File: src/hdl/nec_tx_pkg.sv
// ----------------------------------------------------------------------------
// nec_tx_pkg
// Shared types and fixed constants of the NEC infrared frame transmitter.
// ----------------------------------------------------------------------------
package nec_tx_pkg;

    // Frame layout: AGC pulse, one pulse per data bit, then the end pulse
    localparam int unsigned FRAME_BYTES = 4;
    localparam int unsigned BIT_PULSES  = FRAME_BYTES * 8;
    localparam int unsigned PULSE_W     = 6;
    localparam logic [PULSE_W-1:0] END_PULSE = PULSE_W'(BIT_PULSES + 1);

    // Register field widths
    localparam int unsigned CARRIER_W = 8;
    localparam int unsigned CYCLES_W  = 10;
    localparam int unsigned SPACE_W   = 16;
    localparam int unsigned CFG_IDX_W = 3;
    localparam int unsigned CFG_DAT_W = 16;

    // Register reset values
    localparam logic [CARRIER_W-1:0] RST_CARRIER_HIGH = 8'd9;
    localparam logic [CARRIER_W-1:0] RST_CARRIER_LOW  = 8'd18;
    localparam logic [CYCLES_W-1:0]  RST_AGC_MARK     = 10'd341;
    localparam logic [CYCLES_W-1:0]  RST_BIT_MARK     = 10'd21;
    localparam logic [SPACE_W-1:0]   RST_AGC_SPACE    = 16'd4500;
    localparam logic [SPACE_W-1:0]   RST_ZERO_SPACE   = 16'd560;
    localparam logic [SPACE_W-1:0]   RST_ONE_SPACE    = 16'd1690;
    localparam logic [SPACE_W-1:0]   RST_END_SPACE    = 16'd4708;

    // Configuration register indexes
    typedef enum logic [CFG_IDX_W-1:0] {
        CFG_CARRIER_HIGH = 3'd0,
        CFG_CARRIER_LOW  = 3'd1,
        CFG_AGC_MARK     = 3'd2,
        CFG_BIT_MARK     = 3'd3,
        CFG_AGC_SPACE    = 3'd4,
        CFG_ZERO_SPACE   = 3'd5,
        CFG_ONE_SPACE    = 3'd6,
        CFG_END_SPACE    = 3'd7
    } t_cfg_reg;

    // Transmit phase, one-hot
    typedef enum logic [3:0] {
        PH_IDLE    = 4'b0001,
        PH_MARK_HI = 4'b0010,
        PH_MARK_LO = 4'b0100,
        PH_SPACE   = 4'b1000
    } t_phase;

endpackage

File: src/hdl/nec_ir_frame_transmitter_top.sv
// ----------------------------------------------------------------------------
// nec_ir_frame_transmitter_top
// NEC infrared frame transmitter driven one time tick per input request.
// ----------------------------------------------------------------------------
// Usage:
//   Every input request is one time tick (1 us at the reset timings). A tick
//   with i_start_req high while idle latches i_device_address and i_key_code
//   and starts a frame on that same tick: AGC mark and space, 32 data bits
//   (address, ~address, command, ~command, LSB first), then an end pulse.
//   Each tick yields exactly one result request: LED level, busy flag and a
//   frame-done strobe on the last tick of the end space.
//   The tick's result sits in the output register on the cycle after the
//   tick is accepted. Throughput is one tick per cycle while the receiver
//   takes every result; per tick it does counter compares and a bit select.
//   When the receiver stalls, the output register holds its result and
//   o_in_ready drops, freezing the frame state until the result is taken.
//   Configuration writes are taken every cycle (o_cfg_ready is always high)
//   and should be made while no frame is in progress.
//   Reset (synchronous, active low) restores the default NEC timings,
//   returns the block to idle and empties the output register.
// ----------------------------------------------------------------------------
module nec_ir_frame_transmitter_top
    import nec_tx_pkg::*;
#(
    parameter int unsigned DURATION_WIDTH = 16
) (
    input  logic                 i_clk,
    input  logic                 i_rst_n,
    // tick channel
    input  logic                 i_in_valid,
    output logic                 o_in_ready,
    input  logic                 i_start_req,
    input  logic [7:0]           i_device_address,
    input  logic [7:0]           i_key_code,
    // result channel
    output logic                 o_out_valid,
    input  logic                 i_out_ready,
    output logic                 o_led_on,
    output logic                 o_busy_res,
    output logic                 o_frame_done,
    // configuration channel
    input  logic                 i_cfg_valid,
    output logic                 o_cfg_ready,
    input  logic [CFG_IDX_W-1:0] i_cfg_index,
    input  logic [CFG_DAT_W-1:0] i_cfg_data
);

    // Counter compare width: wide enough for both the tick counter plus one
    // and any 16-bit space setting.
    localparam int unsigned DW = DURATION_WIDTH;
    localparam int unsigned CW = ((DW > SPACE_W) ? DW : SPACE_W) + 1;
    localparam logic [CW-1:0] TICK_LIMIT = CW'((64'd1 << DW) - 64'd1);

    // Configuration registers
    logic [CARRIER_W-1:0] r_carrier_high, r_carrier_low;
    logic [CYCLES_W-1:0]  r_agc_mark, r_bit_mark;
    logic [SPACE_W-1:0]   r_agc_space, r_zero_space, r_one_space, r_end_space;

    // Frame state
    t_phase               r_phase, n_phase;
    logic [31:0]          r_frame_bits, n_frame_bits;
    logic [PULSE_W-1:0]   r_pulse_index, n_pulse_index;
    logic [CYCLES_W-1:0]  r_cycle_count, n_cycle_count;
    logic [DW-1:0]        r_tick_count, n_tick_count;

    // Result register
    logic                 r_out_valid;
    logic                 r_led_on, r_busy_res, r_frame_done;
    logic                 n_led_on, n_busy_res, n_frame_done;

    logic                 in_acc;
    t_phase               cur_phase;
    logic [PULSE_W-1:0]   cur_pulse;
    logic [CYCLES_W-1:0]  cur_cycles;
    logic [DW-1:0]        cur_tick;
    logic [CW-1:0]        tick_next;
    logic [CW-1:0]        tick_target;
    logic                 phase_end;
    logic [CYCLES_W-1:0]  cycle_next;
    logic [CYCLES_W-1:0]  mark_cycles;
    logic [4:0]           bit_sel;
    logic [SPACE_W-1:0]   space_ticks;

    // Accept a tick whenever the result register is free or being emptied
    assign o_in_ready  = !r_out_valid || i_out_ready;
    assign in_acc      = i_in_valid && o_in_ready;
    assign o_cfg_ready = 1'b1;

    assign o_out_valid  = r_out_valid;
    assign o_led_on     = r_led_on;
    assign o_busy_res   = r_busy_res;
    assign o_frame_done = r_frame_done;

    // ------------------------------------------------------------------
    // Configuration writes
    // ------------------------------------------------------------------
    always_ff @(posedge i_clk) begin
        if (!i_rst_n) begin
            r_carrier_high <= RST_CARRIER_HIGH;
            r_carrier_low  <= RST_CARRIER_LOW;
            r_agc_mark     <= RST_AGC_MARK;
            r_bit_mark     <= RST_BIT_MARK;
            r_agc_space    <= RST_AGC_SPACE;
            r_zero_space   <= RST_ZERO_SPACE;
            r_one_space    <= RST_ONE_SPACE;
            r_end_space    <= RST_END_SPACE;
        end else if (i_cfg_valid) begin
            case (t_cfg_reg'(i_cfg_index))
                CFG_CARRIER_HIGH: r_carrier_high <= i_cfg_data[CARRIER_W-1:0];
                CFG_CARRIER_LOW:  r_carrier_low  <= i_cfg_data[CARRIER_W-1:0];
                CFG_AGC_MARK:     r_agc_mark     <= i_cfg_data[CYCLES_W-1:0];
                CFG_BIT_MARK:     r_bit_mark     <= i_cfg_data[CYCLES_W-1:0];
                CFG_AGC_SPACE:    r_agc_space    <= i_cfg_data[SPACE_W-1:0];
                CFG_ZERO_SPACE:   r_zero_space   <= i_cfg_data[SPACE_W-1:0];
                CFG_ONE_SPACE:    r_one_space    <= i_cfg_data[SPACE_W-1:0];
                CFG_END_SPACE:    r_end_space    <= i_cfg_data[SPACE_W-1:0];
                default: ;
            endcase
        end
    end

    // ------------------------------------------------------------------
    // One tick of the frame sequencer
    // ------------------------------------------------------------------
    always_comb begin
        // A start while idle loads the frame and opens the AGC mark at once
        n_frame_bits = r_frame_bits;
        if (r_phase == PH_IDLE && i_start_req) begin
            cur_phase    = PH_MARK_HI;
            cur_pulse    = '0;
            cur_cycles   = '0;
            cur_tick     = '0;
            n_frame_bits = {~i_key_code, i_key_code, ~i_device_address, i_device_address};
        end else begin
            cur_phase  = r_phase;
            cur_pulse  = r_pulse_index;
            cur_cycles = r_cycle_count;
            cur_tick   = r_tick_count;
        end

        bit_sel     = 5'(cur_pulse - PULSE_W'(1));
        mark_cycles = (cur_pulse == '0) ? r_agc_mark : r_bit_mark;
        cycle_next  = cur_cycles + CYCLES_W'(1);

        if (cur_pulse == '0) begin
            space_ticks = r_agc_space;
        end else if (cur_pulse >= END_PULSE) begin
            space_ticks = r_end_space;
        end else if (n_frame_bits[bit_sel]) begin
            space_ticks = r_one_space;
        end else begin
            space_ticks = r_zero_space;
        end

        case (cur_phase)
            PH_MARK_HI: tick_target = CW'(r_carrier_high);
            PH_MARK_LO: tick_target = CW'(r_carrier_low);
            default:    tick_target = CW'(space_ticks);
        endcase

        tick_next = CW'(cur_tick) + CW'(1);
        phase_end = (tick_next >= tick_target) || (tick_next >= TICK_LIMIT);

        n_phase       = cur_phase;
        n_pulse_index = cur_pulse;
        n_cycle_count = cur_cycles;
        n_tick_count  = phase_end ? '0 : tick_next[DW-1:0];
        n_led_on      = 1'b0;
        n_busy_res    = 1'b0;
        n_frame_done  = 1'b0;

        case (cur_phase)
            PH_IDLE: begin
                n_tick_count = cur_tick;
            end
            PH_MARK_HI: begin
                n_busy_res = 1'b1;
                n_led_on   = 1'b1;
                if (phase_end) begin
                    n_phase = PH_MARK_LO;
                end
            end
            PH_MARK_LO: begin
                n_busy_res = 1'b1;
                if (phase_end) begin
                    // A zero cycle setting, or a wrapped count, ends the mark too
                    if (cycle_next >= mark_cycles || cycle_next == '0) begin
                        n_phase       = PH_SPACE;
                        n_cycle_count = '0;
                    end else begin
                        n_phase       = PH_MARK_HI;
                        n_cycle_count = cycle_next;
                    end
                end
            end
            PH_SPACE: begin
                n_busy_res = 1'b1;
                if (phase_end) begin
                    if (cur_pulse >= END_PULSE) begin
                        n_frame_done  = 1'b1;
                        n_phase       = PH_IDLE;
                        n_pulse_index = '0;
                    end else begin
                        n_phase       = PH_MARK_HI;
                        n_pulse_index = cur_pulse + PULSE_W'(1);
                        n_cycle_count = '0;
                    end
                end
            end
            default: begin
                n_phase = PH_IDLE;
            end
        endcase
    end

    // ------------------------------------------------------------------
    // State and result registers: advance only on an accepted tick
    // ------------------------------------------------------------------
    always_ff @(posedge i_clk) begin
        if (!i_rst_n) begin
            r_phase       <= PH_IDLE;
            r_frame_bits  <= '0;
            r_pulse_index <= '0;
            r_cycle_count <= '0;
            r_tick_count  <= '0;
            r_out_valid   <= 1'b0;
        end else begin
            if (in_acc) begin
                r_phase       <= n_phase;
                r_frame_bits  <= n_frame_bits;
                r_pulse_index <= n_pulse_index;
                r_cycle_count <= n_cycle_count;
                r_tick_count  <= n_tick_count;
                r_out_valid   <= 1'b1;
            end else if (i_out_ready) begin
                r_out_valid   <= 1'b0;
            end
        end
    end

    always_ff @(posedge i_clk) begin
        if (in_acc) begin
            r_led_on     <= n_led_on;
            r_busy_res   <= n_busy_res;
            r_frame_done <= n_frame_done;
        end
    end

    // ------------------------------------------------------------------
    // Assertions
    // ------------------------------------------------------------------
    a_phase_onehot: assert property (@(posedge i_clk) disable iff (!i_rst_n)
        $onehot(r_phase))
        else $error("phase register lost its one-hot code");

    a_idle_clean: assert property (@(posedge i_clk) disable iff (!i_rst_n)
        (r_phase == PH_IDLE) |-> (r_pulse_index == '0 && r_cycle_count == '0))
        else $error("idle with pulse or cycle count left over");

    a_pulse_range: assert property (@(posedge i_clk) disable iff (!i_rst_n)
        r_pulse_index <= END_PULSE)
        else $error("pulse index beyond the end pulse");

    a_led_in_frame: assert property (@(posedge i_clk) disable iff (!i_rst_n)
        (r_out_valid && (r_led_on || r_frame_done)) |-> r_busy_res)
        else $error("LED or frame done outside a frame");

    a_stall_freeze: assert property (@(posedge i_clk) disable iff (!i_rst_n)
        (r_out_valid && !i_out_ready) |=> ($stable(r_phase) && $stable(r_tick_count)))
        else $error("frame state moved while the result was stalled");

endmodule

File: config.mk
export PLATFORM = sky130hd
export DESIGN_NAME = nec_ir_frame_transmitter_top
export DESIGN_NICKNAME = d
export VERILOG_FILES = /design/src/hdl/nec_tx_pkg.sv /design/src/hdl/nec_ir_frame_transmitter_top.sv
export SDC_FILE = /design/constraint.sdc
export NUM_CORES = 1
export LEC_CHECK = 0
export ABC_AREA = 1
export BUFFER_PORTS_ARGS = -buffer_cell sky130_fd_sc_hd__buf_4
export CORE_MARGIN = 4
export CORE_UTILIZATION = 55
export CTS_CLUSTER_DIAMETER = 30
export DETAILED_ROUTE_END_ITERATION = 7
export PLACE_DENSITY_LB_ADDON = 0.25
export SLEW_MARGIN = 5
export SYNTH_ARGS = -nofsm -noshare
export SYNTH_HDL_FRONTEND = slang
export SYNTH_SLANG_ARGS = --single-unit
File: constraint.sdc
create_clock -name i_clk -period 12.1 [get_ports i_clk]
set_clock_uncertainty 0.1 [all_clocks]
set_input_delay 0 -clock i_clk [delete_from_list [all_inputs] [get_ports i_clk]]
set_output_delay 0 -clock i_clk [all_outputs]
set_load 0.05 [all_outputs]
Yosys cells after proc, flatten, opt, wreduce, memory -nomap -nowiden
Cells that the tools add are included.

cells by class
  bitwise logic cells = 2
  muxes and demuxes = 33
  equal/unequal tests = 12
  reduce and logical (&&, ||, !) cells = 20
  add/sub/neg operators = 4
  magnitude comparators = 5

operator list
  operator               number
  $mux 16                6
  $mux 10                6
  $mux 32                1
  $pmux 16 s2            1
  $mux 6                 4
  $mux 4                 5
  $pmux 10 s2            1
  $reduce_and 2->1       9
  $add 16x1->17 const B  1
  $ge 17x16->1 const B   1
  $ge 17x17->1           1
  $not 8->8              2
  $pmux 4 s4             1
  $eq 3x3->1 const B     4
  $add 10x1->10 const B  1
  $ge 10x10->1           1
  $logic_not 10->1       1
  $eq 4x1->1 const B     2
  $add 6x1->6 const B    1
  $eq 3x2->1 const B     2
  $ge 6x6->1 const B     1
  $logic_not 6->1        1
  $lt 5x6->1 const B     1
  $mux 1                 6
  13 further kinds       16

word-level totals
  output and inout port bits = 6
  register bits = 172
  input port bits = 41
  word-level logic and storage cells = 93

Longest topological paths before layout
  depth in word-level cells = 14
  mapped depth = 37
  mapped depth without buffers = 33

Worst setup path after synthesis
OpenSTA, ideal clock, no wires.

  path kind = register to register
  start = register r_phase[3]
  end = register r_cycle_count[4]
  setup slack = 8.011 ns
  required time = 11.891 ns
  buffers on the path = 5
  setup time = 0.109 ns
  arrival time = 3.880 ns
  period minus slack after synthesis = 4.089 ns
  stages on the path, launching flop included = 30
  cell sequence = dfxtp_1 -> nor2_2 -> nand3_2 -> buf_8 -> buf_6 -> nand2_2 -> ha_1 -> xor2_2 -> inv_2 -> nand3_1 -> a21oi_1 -> nand3b_1 -> nand2_1 -> buf_4 -> nand2_1 -> a21oi_1 -> o21ai_1 -> ha_1 -> nand4_1 -> or4_1 -> nand2_1 -> a21oi_2 -> nand2_2 -> buf_6 -> nand3_4 -> buf_6 -> nand3_1 -> nand3_1 -> nand2_1 -> inv_1

on the way
  longest elaborated chain between the ends = 14
  elaborated cells between the ends (all ways) = 33
  classes of those cells = add/sub: 3; order compare: 4; eq/ne: 4; mux: 17; reduce/logical: 5

RTL lines
  item                          RTL line                                                                  text
  start: declaration            nec_ir_frame_transmitter_top.sv:60                                        t_phase r_phase, n_phase;
  start signal: assignment      nec_ir_frame_transmitter_top.sv:229                                       r_phase <= n_phase;
  $eq 4x1->1                    nec_ir_frame_transmitter_top.sv:128                                       if (r_phase == PH_IDLE && i_start_req) begin
  $logic_and 1x1->1             nec_ir_frame_transmitter_top.sv:128
  $mux 6                        nec_ir_frame_transmitter_top.sv:128
  $sub 5x1->5                   nec_ir_frame_transmitter_top.sv:141                                       bit_sel = 5'(cur_pulse - PULSE_W'(1));
  $bmux 1 s5                    nec_ir_frame_transmitter_top.sv:149                                       end else if (n_frame_bits[bit_sel]) begin
  $mux 1 (implied by the code)  nec_ir_frame_transmitter_top.sv:149
  $mux 16                       nec_ir_frame_transmitter_top.sv:149
  $mux 16                       nec_ir_frame_transmitter_top.sv:147                                       end else if (cur_pulse >= END_PULSE) begin
  $mux 16                       nec_ir_frame_transmitter_top.sv:145                                       if (cur_pulse == '0) begin
  $pmux 16 s2                   nec_ir_frame_transmitter_top.sv:155                                       case (cur_phase)
  $ge 17x17->1                  nec_ir_frame_transmitter_top.sv:162                                       phase_end = (tick_next >= tick_target) || (tick_next >= TICK_LIMIT);
  $logic_or 1x1->1              nec_ir_frame_transmitter_top.sv:162
  $mux 10 (on tied branches)    nec_ir_frame_transmitter_top.sv:198, nec_ir_frame_transmitter_top.sv:185
  $pmux 10 s2 *                 nec_ir_frame_transmitter_top.sv:172                                       case (cur_phase)
  end signal: assignment        nec_ir_frame_transmitter_top.sv:232                                       r_cycle_count <= n_cycle_count;
  end: declaration              nec_ir_frame_transmitter_top.sv:63                                        logic [CYCLES_W-1:0] r_cycle_count, n_cycle_count;

Every way passes the cells marked *; elsewhere a longest branch is shown, timed or not. The select of a mux whose other input is x is not followed.
A chain may end at the register's enable or synchronous reset.

Final worst setup path
  start = register r_phase[3]
  end = register r_cycle_count[6]

Same word-level chain as after synthesis.

==> run summary <==
The cell-internal power is 972 uW. The part of the total power dissipated in combinational logic is 17.1%. In this run the post-CTS setup repair buffer count came out at 0. The number of antenna diodes in the final layout is 0. The placed instances occupy a cell area of 9910 um^2. When the netlist entered floorplanning its net count stood at 1537. On the final layout, the worst hold slack is 0.0821 ns.

The kind of launch point of the worst setup path is a flip-flop. The top fanout value on the critical path came out at 53. TritonCTS built the clock tree.

The site row count came out at 48. The layout net count came out at 1570. STA classifies the critical path endpoint as a flip-flop. Of the cells placed in the final design, the portion with a size suffix greater than 1 is 9.52%. The number of max-slew violations in the final report is 0.

The library cell used most frequently in the layout, excluding fill and tap cells, is nand2_1. The most numerous cell type found on the critical path is nand2_1. The post-route core utilization is 63.1%. The number of remaining DRC errors came out at 0. The initial antenna violation count is 0. In this run the worst setup path begins at r_phase[3].

The start of the worst register-to-register path is r_phase[3]. Clock tree synthesis selected as its root buffer the cell clkbuf_16. The switching share of total power is 30.0%.

The cell count after synthesis is 1466. Once the clock tree was built, the resizer swapped 0 gates to a different size. The pre-antenna-repair detailed-routing pass consisted of 7 iterations. Clock tree synthesis found a total of 172 sinks. For this block, the routed nets add up to 25.4 mm of wire. The largest voltage drop on the vdd net is 0.101 mV. Setup repair after global routing left no endpoint under its margin. The flow ran to the end, and the final reports show no timing, DRC or antenna violations. The worst hold path belongs to the class input pin to flip-flop. Data on the critical path is required at its endpoint by 12.34 ns. The average cell area after synthesis is 6.56 um^2. After clock tree synthesis, the clock-pin slew on the worst setup and hold paths is 0.07 ns. No sink is reached through more buffers than the 2 on the longest clock path. The final instance area came out at 10900 um^2. The arrival time of data at the critical path endpoint came out at 6.37 ns. The leakage dissipation came out at 0.00515 uW. The ratio of total power to cell area is 128 nW/um^2.

The all-layer global routing usage is 25.9%. The worst hold path begins at i_cfg_valid. The sum of negative setup slack is 0 ns. The async set or reset register ratio after synthesis came out at 0%.

The upper clock frequency limit came out at 163 MHz. In the layout the commonest cells are nand2_1 (357), nor2_1 (248), dfxtp_1 (169). The slowest stage of the critical path belongs to the cell nand2_1. The placed wire-length estimate came out at 16.7 mm. Among all flip-flop cells after synthesis, the most frequent one is dfxtp_1. The non-filler instance count after layout is 1737. The x dimension of the die is 140 um. The detailed router finished its first iteration with 835 violations.

The register area share after synthesis is 36.1%. The part of the cycle the worst path needs came out at 50.7%. The sequential share of power came out at 43.6%.

The region available for standard cell placement spans 17200 um^2. After detailed routing, the number of vias per cell comes to 5.48. The count of final setup violators came out at 0. The largest net degree at the start of global routing came out at 88. The switching power of the nets came out at 417 uW.

The final global-route overflow total came out at 0. The critical path in this run is classified as flip-flop to flip-flop. The area of the die is 19700 um^2.

The number of clock buffers added by TritonCTS is 17. Yosys mapped the design onto 47 distinct sky130hd cell types. The cell area that synthesis handed to floorplanning was 9620 um^2. The number of synthesized flops with an enable pin is 3. The H-tree generated during clock tree synthesis spans 4 levels. The congestion estimate from routability-driven global placement came to 0.912. Once the floorplan was initialized, standard cells occupied 55.8% of the core. The post-layout minimum cycle time came out at 6.13 ns. The clock latency at the later pin of the worst-skew pair is 0.44 ns. Synthesis inferred 172 register bits. The number of synthesis warnings came out at 0. The top-level I/O count is 47. The global-route wire length before repair is 42.4 mm. On the critical path the largest part of the delay comes from simple AND/OR/NAND/NOR gates. The via count of the first global-routing pass came to 8706. The number of max-cap violations is 0.

The number of placed cells counting well taps is 1667. Dividing the detail-routed wire length by the instance count gives 14.6 um. The signed area change from the synthesized netlist to the final layout is 13.1%. The combined buffer and inverter count along the critical path came out at 4. The number of antenna-violating nets in the routed design is 0. The total via count after detailed routing is 9520. For the pin with the worst max-slew slack, the measured transition is 1.08 ns. In this run the tightest slew margin relative to its limit is 28.1%. The stage delay of the slowest cell on the critical path came out at 0.71 ns. The clock network burns 39.3% of the power.

The floorplan die height came out at 140 um. The number of hold violations in the final report is 0. The number of input and output port buffers inserted came out at 45.
worst min-delay path, delay by kind of cell:
kind | cells | cell delay [ns]
simple gates | 4 | 0.32
buf+inv | 3 | 0.25
per-layer routing:
| layer | vias to the layer above | share of wire [%] | GRT usage [%] |
|---|---|---|---|
| met5 | - | 0 | 0 |
| met4 | 0 | 2.3 | 8.06 |
| met3 | 40 | 6.2 | 4.85 |
| met2 | 306 | 47 | 42.1 |
| met1 | 4352 | 45 | 35.1 |
| li1 | 4822 | - | - |
repair_timing:
action / CTS / global route
hold endpoints to repair: 138 / 0
hold buffers: 38 / 0
endpoints found under the setup margin: 0 / 0
worst paths after layout:
kind	cells past startpoint	slack (ns)	end
worst max-delay path	30	5.97	r_cycle_count[6]
worst min-delay path	7	0.08	r_carrier_low[4]
worst max register to register	30	5.97	r_cycle_count[6]
worst min register to register	2	0.35	r_carrier_low[0]
cell families (layout without fill, tap and decap cells):
kind of cell	after synthesis	in the layout	synth area share [%]
simple gates	805	805	35.9
compound gates	235	235	13.1
buf+inv	208	254	9.29
flops	172	172	36.1
fa+ha+maj	30	30	3.90
mux	9	9	0.937
xor+xnor	6	6	0.703
other cells	1	1	0.0390
cells in the mapped netlist, types with 9 or more instances:
cell	instances	area (um^2)
nand2_1	357	1340
nor2_1	249	935
dfxtp_1	169	3380
nand3_1	119	596
inv_1	108	405
o21ai_0	104	521
a21oi_1	84	420
clkbuf_1	49	184
ha_1	30	375
nand4_1	20	125
o21ai_1	18	90.1
inv_2	14	52.6
nand2_2	12	75.1
o211ai_1	12	90.1
nor3_1	10	50.1
mux2i_1	9	90.1
nand3b_1	9	67.6
nor2_2	9	56.3
power groups by stage:
stage	clock network [uW]	registers, uW	logic, uW
final	545	605	238
after global routing	578	608	270
after global placement	0	617	222
after CTS	553	605	236
after detailed placement	0	617	225
after floorplan	0	616	174
through the flow:
stage | total power, uW | setup slack (ns)
floorplan | 790 | 8.01
global placement | 839 | 6.32
detailed placement | 842 | 6.08
CTS | 1390 | 6.06
global route | 1450 | 5.35
finish | 1390 | 5.97
cell type report:
cell class	count	area, um^2
Fill cell	1551	6360
Tap cell	225	282
Clock buffer	22	494
Sequential cell	172	3470
Inverter	128	480
Timing Repair Buffer	94	801
Multi-Input combinational cell	1086	5260
Clock inverter	10	92.6
sequential cells by signal, summed over array words and instances (netlist names):
register	count
r_bit_mark	10
r_end_space	16
o_frame_done	1
r_agc_space	16
r_phase	4
r_pulse_index	6
r_frame_bits	32
r_tick_count	16
r_cycle_count	10
r_zero_space	16
r_one_space	16
r_carrier_high	8
r_agc_mark	10
o_out_valid	1
o_led_on	1
o_busy_res	1
r_carrier_low	8
Power figures use the tool's default switching activity.
